<file path="src/sv/ffa_pkg.sv">
// ----------------------------------------------------------------------------
// ffa_pkg
// Shared widths, lane commands and status types of the first-fit allocator.
// ----------------------------------------------------------------------------
package ffa_pkg;

  localparam int ReqW   = 16;
  localparam int NumW   = 17;
  localparam int PosW   = 11;
  localparam int TagW   = 16;
  localparam int StoreW = 2;
  localparam int StartW = 6;
  localparam int CountW = 7;
  localparam int OffW   = 14;
  localparam int GrantW = 15;

  typedef enum logic [1:0] {
    LOP_IDLE,
    LOP_SCAN,
    LOP_SET,
    LOP_CLEAR
  } lane_op_e;

  typedef struct packed {
    lane_op_e          op;
    logic [PosW-1:0]   pos;
    logic [PosW-1:0]   need;
    logic [PosW-1:0]   lo;
    logic [PosW-1:0]   hi;
  } lane_cmd_t;

  typedef struct packed {
    logic            found;
    logic [PosW-1:0] start;
  } lane_stat_t;

  typedef struct packed {
    logic            done;
    logic [NumW-1:0] need;
  } div_res_t;

endpackage

</file>
<file path="src/sv/ffa_div.sv">
// ----------------------------------------------------------------------------
// ffa_div
// Bit-serial restoring divider giving the number of blocks for a byte count.
// ----------------------------------------------------------------------------
module ffa_div #(
  parameter int BLOCK_BYTES = 256
) (
  input  logic                       clk_i,
  input  logic                       rst_ni,
  input  logic                       start_i,
  input  logic [ffa_pkg::ReqW-1:0]   bytes_i,
  output ffa_pkg::div_res_t          res_o
);
  import ffa_pkg::*;

  localparam logic [4:0]    Steps = 5'(NumW);
  localparam logic [NumW:0] Dvs   = (NumW + 1)'(BLOCK_BYTES);

  logic [NumW-1:0] num_q, num_d;
  logic [NumW-1:0] rem_q, rem_d;
  logic [4:0]      cnt_q;
  logic            busy_q, done_q, zero_q;
  logic [NumW:0]   rem_sh;
  logic            ge;

  always_comb begin
    rem_sh = {rem_q, num_q[NumW-1]};
    ge     = rem_sh >= Dvs;
    rem_d  = ge ? NumW'(rem_sh - Dvs) : NumW'(rem_sh);
    num_d  = {num_q[NumW-2:0], ge};
  end

  always_ff @(posedge clk_i or negedge rst_ni) begin
    if (!rst_ni) begin
      busy_q <= 1'b0;
      done_q <= 1'b0;
      cnt_q  <= '0;
    end else begin
      done_q <= 1'b0;
      if (start_i) begin
        busy_q <= 1'b1;
        cnt_q  <= Steps;
      end else if (busy_q) begin
        cnt_q <= cnt_q - 5'd1;
        if (cnt_q == 5'd1) begin
          busy_q <= 1'b0;
          done_q <= 1'b1;
        end
      end
    end
  end

  always_ff @(posedge clk_i) begin
    if (start_i) begin
      num_q  <= NumW'(bytes_i) + NumW'(BLOCK_BYTES - 1);
      rem_q  <= '0;
      zero_q <= (bytes_i == '0);
    end else if (busy_q) begin
      num_q <= num_d;
      rem_q <= rem_d;
    end
  end

  assign res_o.done = done_q;
  assign res_o.need = zero_q ? NumW'(1) : num_q;

endmodule

</file>
<file path="src/sv/ffa_lane.sv">
// ----------------------------------------------------------------------------
// ffa_lane
// One store's free bitmap as a rotating shift register with its run finder.
// ----------------------------------------------------------------------------
module ffa_lane #(
  parameter int BLOCKS_PER_STORE = 64
) (
  input  logic                   clk_i,
  input  logic                   rst_ni,
  input  logic                   en_i,
  input  ffa_pkg::lane_cmd_t     cmd_i,
  output ffa_pkg::lane_stat_t    stat_o
);
  import ffa_pkg::*;

  localparam int BW = $clog2(BLOCKS_PER_STORE);
  localparam int CW = $clog2(BLOCKS_PER_STORE + 1);

  logic [BLOCKS_PER_STORE-1:0] map_q, map_d;
  logic [CW-1:0]               run_q, run_d, run_base, run_inc;
  logic                        found_q, found_d, found_base;
  logic [BW-1:0]               start_q, start_d;
  logic                        cur, new_bit, in_range;

  always_comb begin
    cur        = map_q[0];
    new_bit    = cur;
    in_range   = (cmd_i.pos >= cmd_i.lo) && (cmd_i.pos < cmd_i.hi);
    run_base   = (cmd_i.pos == '0) ? '0 : run_q;
    found_base = (cmd_i.pos == '0) ? 1'b0 : found_q;
    run_inc    = run_base + CW'(1);
    run_d      = run_q;
    found_d    = found_q;
    start_d    = start_q;
    unique case (cmd_i.op)
      LOP_SCAN: begin
        if (en_i) begin
          run_d   = run_base;
          found_d = found_base;
          if (!found_base) begin
            if (cur) begin
              run_d = run_inc;
              if (PosW'(run_inc) >= cmd_i.need) begin
                found_d = 1'b1;
                start_d = BW'(cmd_i.pos - PosW'(run_base));
              end
            end else begin
              run_d = '0;
            end
          end
        end
      end
      LOP_SET: begin
        if (en_i && in_range) begin
          new_bit = 1'b1;
        end
      end
      LOP_CLEAR: begin
        if (en_i && in_range) begin
          new_bit = 1'b0;
        end
      end
      default: begin
      end
    endcase
    map_d = (cmd_i.op == LOP_IDLE) ? map_q : {new_bit, map_q[BLOCKS_PER_STORE-1:1]};
  end

  always_ff @(posedge clk_i or negedge rst_ni) begin
    if (!rst_ni) begin
      map_q   <= '1;
      run_q   <= '0;
      found_q <= 1'b0;
    end else begin
      map_q   <= map_d;
      run_q   <= run_d;
      found_q <= found_d;
    end
  end

  always_ff @(posedge clk_i) begin
    start_q <= start_d;
  end

  assign stat_o.found = found_q;
  assign stat_o.start = PosW'(start_q);

endmodule

</file>
<file path="src/sv/first_fit_block_run_allocator_core.sv">
// ----------------------------------------------------------------------------
// first_fit_block_run_allocator_core
// First-fit allocator of block runs over a set of stores with free bitmaps.
// ----------------------------------------------------------------------------
// Each store keeps its free bitmap in a shift register that turns one block
// per cycle while it is scanned, marked or freed, and all stores are searched
// side by side in one turn. An allocate beat runs the bit-serial division of
// the byte count, one turn of the bitmaps to find the first fitting run in
// every store, a step to choose the store, a second turn to mark the run used
// and tag its blocks, and a step to load the result. A request that cannot fit
// in one store returns after the division without a turn, and a free beat
// takes one turn of the bitmaps and a step to load the result. One request is
// worked on at a time; the next request is taken while a result still waits
// in the output register.
module first_fit_block_run_allocator_core #(
  parameter int BLOCK_BYTES      = 256,
  parameter int BLOCKS_PER_STORE = 64,
  parameter int STORES           = 4
) (
  input  logic                          clk_i,
  input  logic                          rst_ni,
  input  logic                          in_valid_i,
  output logic                          in_ready_o,
  input  logic                          mode_i,
  input  logic [ffa_pkg::ReqW-1:0]      request_bytes_i,
  input  logic [ffa_pkg::StoreW-1:0]    free_store_i,
  input  logic [ffa_pkg::StartW-1:0]    free_start_i,
  input  logic [ffa_pkg::CountW-1:0]    free_count_i,
  output logic                          out_valid_o,
  input  logic                          out_ready_i,
  output logic                          ok_o,
  output logic [ffa_pkg::StoreW-1:0]    store_index_o,
  output logic [ffa_pkg::StartW-1:0]    start_block_o,
  output logic [ffa_pkg::CountW-1:0]    block_count_o,
  output logic [ffa_pkg::OffW-1:0]      byte_offset_o,
  output logic [ffa_pkg::GrantW-1:0]    granted_bytes_o,
  output logic [ffa_pkg::TagW-1:0]      chain_tag_o
);
  import ffa_pkg::*;

  localparam int BW       = $clog2(BLOCKS_PER_STORE);
  localparam int CW       = $clog2(BLOCKS_PER_STORE + 1);
  localparam int SW       = (STORES > 1) ? $clog2(STORES) : 1;
  localparam int AcW      = $clog2(STORES + 1);
  localparam int OwnDepth = STORES * BLOCKS_PER_STORE;
  localparam int OwnAW    = $clog2(OwnDepth);

  localparam logic [2:0] StIdle = 3'd0;
  localparam logic [2:0] StDiv  = 3'd1;
  localparam logic [2:0] StScan = 3'd2;
  localparam logic [2:0] StPick = 3'd3;
  localparam logic [2:0] StMark = 3'd4;
  localparam logic [2:0] StFree = 3'd5;
  localparam logic [2:0] StDone = 3'd6;

  logic [2:0]         state_q;
  logic [BW-1:0]      pos_q;
  logic               pos_last;
  logic [StoreW-1:0]  fstore_q;
  logic [StartW-1:0]  fstart_q;
  logic [CountW-1:0]  fcount_q;
  logic [CW-1:0]      need_q;
  logic [SW-1:0]      sel_q;
  logic [BW-1:0]      st_q;
  logic [TagW-1:0]    tag_q;
  logic [TagW-1:0]    chain_q [STORES];
  logic [AcW-1:0]     active_q;
  logic               res_ok_q, res_grant_q;
  logic               out_valid_q;
  logic               in_fire, load_out;
  logic               fstore_ok;

  logic [TagW-1:0]    owner_q [OwnDepth];
  logic [OwnAW-1:0]   own_addr;
  logic               own_in_range;

  div_res_t           div_res;
  lane_cmd_t          lane_cmd;
  lane_stat_t         lane_stat [STORES];
  logic [STORES-1:0]  lane_en;
  logic               pick_hit;
  logic [SW-1:0]      pick_s;

  assign in_ready_o = (state_q == StIdle);
  assign in_fire    = in_valid_i && in_ready_o;
  assign pos_last   = (pos_q == BW'(BLOCKS_PER_STORE - 1));
  assign fstore_ok  = 5'(fstore_q) < 5'(active_q);
  assign load_out   = (state_q == StDone) && (!out_valid_q || out_ready_i);

  ffa_div #(
    .BLOCK_BYTES(BLOCK_BYTES)
  ) u_div (
    .clk_i  (clk_i),
    .rst_ni (rst_ni),
    .start_i(in_fire && !mode_i),
    .bytes_i(request_bytes_i),
    .res_o  (div_res)
  );

  always_comb begin
    lane_cmd.op   = LOP_IDLE;
    lane_cmd.pos  = PosW'(pos_q);
    lane_cmd.need = PosW'(need_q);
    lane_cmd.lo   = '0;
    lane_cmd.hi   = '0;
    lane_en       = '0;
    unique case (state_q)
      StScan: begin
        lane_cmd.op = LOP_SCAN;
        lane_en     = '1;
      end
      StMark: begin
        lane_cmd.op = LOP_CLEAR;
        lane_cmd.lo = PosW'(st_q);
        lane_cmd.hi = PosW'(st_q) + PosW'(need_q);
        for (int i = 0; i < STORES; i++) begin
          lane_en[i] = (SW'(i) == sel_q);
        end
      end
      StFree: begin
        lane_cmd.op = LOP_SET;
        lane_cmd.lo = PosW'(fstart_q);
        lane_cmd.hi = PosW'(fstart_q) + PosW'(fcount_q);
        for (int i = 0; i < STORES; i++) begin
          lane_en[i] = (5'(i) == 5'(fstore_q)) && fstore_ok;
        end
      end
      default: begin
      end
    endcase
  end

  for (genvar g = 0; g < STORES; g++) begin : g_lane
    ffa_lane #(
      .BLOCKS_PER_STORE(BLOCKS_PER_STORE)
    ) u_lane (
      .clk_i (clk_i),
      .rst_ni(rst_ni),
      .en_i  (lane_en[g]),
      .cmd_i (lane_cmd),
      .stat_o(lane_stat[g])
    );
  end

  // The store just past the active ones is always wholly free, so it takes
  // part in the choice as the store that would be brought into use.
  always_comb begin
    pick_hit = 1'b0;
    pick_s   = '0;
    for (int i = STORES - 1; i >= 0; i--) begin
      if (lane_stat[i].found && (AcW'(i) <= active_q)) begin
        pick_hit = 1'b1;
        pick_s   = SW'(i);
      end
    end
  end

  always_ff @(posedge clk_i or negedge rst_ni) begin
    if (!rst_ni) begin
      state_q     <= StIdle;
      pos_q       <= '0;
      active_q    <= AcW'(1);
      res_ok_q    <= 1'b0;
      res_grant_q <= 1'b0;
      for (int i = 0; i < STORES; i++) begin
        chain_q[i] <= '0;
      end
    end else begin
      unique case (state_q)
        StIdle: begin
          if (in_fire) begin
            state_q <= mode_i ? StFree : StDiv;
          end
        end
        StDiv: begin
          if (div_res.done) begin
            if (div_res.need > NumW'(BLOCKS_PER_STORE)) begin
              res_ok_q    <= 1'b0;
              res_grant_q <= 1'b0;
              state_q     <= StDone;
            end else begin
              state_q <= StScan;
            end
          end
        end
        StScan: begin
          pos_q <= pos_last ? '0 : pos_q + BW'(1);
          if (pos_last) begin
            state_q <= StPick;
          end
        end
        StPick: begin
          if (pick_hit) begin
            chain_q[pick_s] <= chain_q[pick_s] + TagW'(1);
            if (AcW'(pick_s) == active_q) begin
              active_q <= active_q + AcW'(1);
            end
            state_q <= StMark;
          end else begin
            res_ok_q    <= 1'b0;
            res_grant_q <= 1'b0;
            state_q     <= StDone;
          end
        end
        StMark: begin
          pos_q <= pos_last ? '0 : pos_q + BW'(1);
          if (pos_last) begin
            res_ok_q    <= 1'b1;
            res_grant_q <= 1'b1;
            state_q     <= StDone;
          end
        end
        StFree: begin
          pos_q <= pos_last ? '0 : pos_q + BW'(1);
          if (pos_last) begin
            res_ok_q    <= 1'b1;
            res_grant_q <= 1'b0;
            state_q     <= StDone;
          end
        end
        StDone: begin
          if (load_out) begin
            state_q <= StIdle;
          end
        end
        default: begin
          state_q <= StIdle;
        end
      endcase
    end
  end

  always_ff @(posedge clk_i) begin
    if (in_fire) begin
      fstore_q <= free_store_i;
      fstart_q <= free_start_i;
      fcount_q <= free_count_i;
    end
    if ((state_q == StDiv) && div_res.done) begin
      need_q <= CW'(div_res.need);
    end
    if ((state_q == StPick) && pick_hit) begin
      sel_q <= pick_s;
      st_q  <= BW'(lane_stat[pick_s].start);
      tag_q <= chain_q[pick_s];
    end
  end

  assign own_in_range = (lane_cmd.pos >= lane_cmd.lo) && (lane_cmd.pos < lane_cmd.hi);
  assign own_addr     = OwnAW'(sel_q) * OwnAW'(BLOCKS_PER_STORE) + OwnAW'(pos_q);

  always_ff @(posedge clk_i) begin
    if ((state_q == StMark) && own_in_range) begin
      owner_q[own_addr] <= tag_q;
    end
  end

  always_ff @(posedge clk_i or negedge rst_ni) begin
    if (!rst_ni) begin
      out_valid_q <= 1'b0;
    end else if (load_out) begin
      out_valid_q <= 1'b1;
    end else if (out_ready_i) begin
      out_valid_q <= 1'b0;
    end
  end

  always_ff @(posedge clk_i) begin
    if (load_out) begin
      ok_o <= res_ok_q;
      if (res_grant_q) begin
        store_index_o   <= StoreW'(sel_q);
        start_block_o   <= StartW'(st_q);
        block_count_o   <= CountW'(need_q);
        byte_offset_o   <= OffW'(OffW'(st_q) * OffW'(BLOCK_BYTES));
        granted_bytes_o <= GrantW'(GrantW'(need_q) * GrantW'(BLOCK_BYTES));
        chain_tag_o     <= tag_q;
      end else begin
        store_index_o   <= '0;
        start_block_o   <= '0;
        block_count_o   <= '0;
        byte_offset_o   <= '0;
        granted_bytes_o <= '0;
        chain_tag_o     <= '0;
      end
    end
  end

  assign out_valid_o = out_valid_q;

endmodule
</file>
<file path="config.mk">
export PLATFORM = sky130hd
export DESIGN_NAME = first_fit_block_run_allocator_core
export DESIGN_NICKNAME = d
export VERILOG_FILES = /design/src/sv/ffa_pkg.sv /design/src/sv/ffa_div.sv /design/src/sv/ffa_lane.sv /design/src/sv/first_fit_block_run_allocator_core.sv
export SDC_FILE = /design/constraint.sdc
export NUM_CORES = 1
export LEC_CHECK = 0
export ABC_AREA = 1
export BUFFER_PORTS_ARGS = -buffer_cell sky130_fd_sc_hd__buf_2
export CAP_MARGIN = 40
export CORE_MARGIN = 1.5
export CORE_UTILIZATION = 32
export CTS_CLUSTER_SIZE = 20
export DETAILED_ROUTE_END_ITERATION = 8
export GPL_TIMING_DRIVEN = 0
export PLACE_DENSITY = 0.44
export SLEW_MARGIN = 15
export SYNTH_ARGS = -nofsm -noshare
export SYNTH_HDL_FRONTEND = slang
export SYNTH_HIERARCHICAL = 1
export SYNTH_SLANG_ARGS = --single-unit
</file>
<file path="constraint.sdc">
create_clock -name clk_i -period 4.73 [get_ports clk_i]
set_clock_uncertainty 0.05 [all_clocks]
set_input_delay 0.2365 -clock clk_i [delete_from_list [all_inputs] [get_ports clk_i]]
set_output_delay 0.2365 -clock clk_i [all_outputs]
set_load 0.03 [all_outputs]
</file>
==> metrics.csv <==
stage,metric,value,unit
floorplanning,initial_core_util,32.2,%
synthesis,avgSynthCellArea,8.33,um^2
sta,post-route-period-util,90.7,%
clock_tree,clock_latency,0.63,ns
global_route,grt_util_met3,2.15,%
sta,period_minus_slack,4.29,ns
clock_tree,cts_tree,built,
clock_tree,cts.repair.resized,0,
placement,place.gp.congestion,0.816,
worst_setup_path,crit_fanout,6,
synthesis,yosysWarnings,6,
worst_setup_path,reg2regPathDepth,20,
floorplanning,dieArea,87600,um^2
drt,drt-pass1-iter-count,7,
floorplanning,coreArea,85100,um^2
drt,vias_per_cell,4.38,
global_route,grt_pass1_vias,20700,
floorplanning,num_rows,107,
worst_setup_path,crit-reg2reg-launch,need_q[0],
sta,fin_tns_setup,0,ns
global_route,grt_pass1_wl,113,mm
sta,rsz0062_at_grt,false,
sta,fmax,233,MHz
synthesis,syn_area,27500,um^2
drt,drt_wl_total,69.7,mm
global_route,grt_start_max_net_pins,99,
clock_tree,postCtsSetupBuffers,0,
final_layout,diodes,0,
global_route,track_usage,16.3,%
placement,io_buffer_count,82,
clock_tree,cts_buffers,61,
synthesis,synthCells,3296,
worst_setup_path,cp-end-kind,flop,
sta,final_max_slew_viol_count,0,
final_layout,fillers,8981,
run,cap_violations,0,
worst_setup_path,crit_arrival,4.79,ns
global_route,antenna_found_initial,1,
clock_tree,ctsHoldBuffers,38,
final_layout,finish.utilization,38.2,%
drt,drtIter0Drc,1415,
clock_tree,cts_max_level,2,
final_layout,drive_gt1_share,17.9,%
global_route,grt_use_met2,27.3,%
sta,worst_pin_slew,0.818,ns
global_route,busiest_layer,met2,
sta,setup-violations-final,0,
drt,post-route-drc-count,0,
clock_tree,clockBufferDepth,3,
global_route,gr-total-overflow,0,
worst_setup_path,rrSetupSlack,0.44,ns
worst_setup_path,r2r-end,g_lane[1].u_lane/map_q[63],
sta,slew_headroom,45.4,%
status,status,finished clean,
floorplanning,die_width,296,um
worst_setup_path,worst_setup_path_start_kind,flop,
drt,vias,21100,
power,p_per_area,588,nW/um^2
clock_tree,clk_pin_slew,0.06,ns
drt,wl_per_cell,14.5,um
drt,final_antenna_net_count,0,
final_layout,fin_nets,3807,
floorplanning,io_pins,99,
sta,hold-worst-slack,0.0720,ns
hold_path,hp-class,in2async,
worst_setup_path,required,5.23,ns
clock_tree,cts_root_buf,clkbuf_16,
power,p_leak,0.0146,uW
global_route,met1_usage,22.3,%
worst_setup_path,crit_type,reg2reg,
clock_tree,cts_sinks,511,
placement,hpwl,48.8,mm
floorplanning,die_h,296,um
power,vdd_drop_max,0.000365,V
final_layout,area_growth,18.5,%
sta,hold_viol_final,0,
==> power breakdown <==
group	leakage (uW)	switching (uW)	internal, uW
registers	0.00540	516	5830
clock network	0.00103	1940	2930
logic	0.00819	5510	2410
total	0.0146	7960	11200
==> cells in the final DEF (no fill, tap or decap), drive strengths merged, types with 24 or more instances in the layout <==
cell type	count
nand2	901
inv	574
o21ai	354
dfstp	257
nor2	239
buf	167
nand3	165
ha	150
clkbuf	128
conb	124
edfxtp	120
dfrtp	117
a21oi	76
dlygate4sd3	38
nor3	33
xor2	31
nand4	26
clkinv	24
==> area by class of cell <==
cell class / count / area (um^2) / share of cell area (%)
Multi-Input combinational cell: 2217 / 11500 / 35.4
Inverter: 572 / 2150 / 6.60
Sequential cell: 511 / 13600 / 41.9
Clock inverter: 37 / 375 / 1.15
Timing Repair Buffer: 137 / 1080 / 3.32
Clock buffer: 77 / 1710 / 5.26
Tap cell: 1144 / 1430 / 4.40
Buffer: 119 / 637 / 1.96
==> state kept, by name, indices dropped and copies added, names as in the netlist, 6 cells and up <==
name and flops:
fcount_q 7, pos_q 6, chain_tag_o 16, byte_offset_o 6
tag_q 16, granted_bytes_o 7, g_lane.u_lane/run_q 28, u_div/rem_q 17
st_q 6, need_q 7, g_lane.u_lane/start_q 24, fstart_q 6
u_div/num_q 17, g_lane.u_lane/map_q 256, chain_q 64
==> critical path, cell delays in order, from the launching register on <==
cell      delay [ns]
edfxtp_1        0.69
ha_1            0.35
fa_1            0.38
nand2_1         0.07
inv_1           0.05
o21ai_0         0.14
nand2_1         0.10
nand2_1         0.09
nand2_1         0.06
a21oi_1         0.14
xor2_1          0.08
o21ai_0         0.44
inv_1           0.09
ha_1            0.32
a21o_1          0.19
nor2_1          0.10
nand2_1         0.13
a21oi_1         0.40
nand3_1         0.15
nand3_1         0.11
nand2_1         0.06
==> metrics by stage <==
stage,total power (uW),setup slack (ns),area [um^2],std cells
6_report,19100,0.441,32500,4814
5_1_grt,20800,0.0454,32500,4814
4_1_cts,19500,0.288,32500,4812
3_5_place_dp,14400,0.297,30100,4660
3_3_place_gp,14300,-4.68,29800,4645
2_1_floorplan,11800,1.49,27900,3419
==> layer usage <==
| layer | routed length, um | up-vias |
|---|---|---|
| li1 | - | 11000 |
| met1 | 33900 | 9778 |
| met2 | 32400 | 241 |
| met3 | 2200 | 91 |
| met4 | 1230 | 0 |
| met5 | 0 | - |
==> how the worst max path moves through the flow <==
stage	start	end	slack (ns)	depth (start not counted)
after floorplan	state_q[1]	g_lane[0].u_lane/start_q[0]	1.49	11
after global placement	rst_ni	g_lane[2].u_lane/run_q[5]	-4.68	1
after detailed placement	state_q[1]	g_lane[1].u_lane/start_q[1]	0.30	11
after CTS	state_q[1]	g_lane[1].u_lane/start_q[0]	0.29	11
after global routing	need_q[0]	g_lane[1].u_lane/map_q[63]	0.05	20
final	need_q[0]	g_lane[1].u_lane/map_q[63]	0.44	20
(Power assumes the default switching activity.)
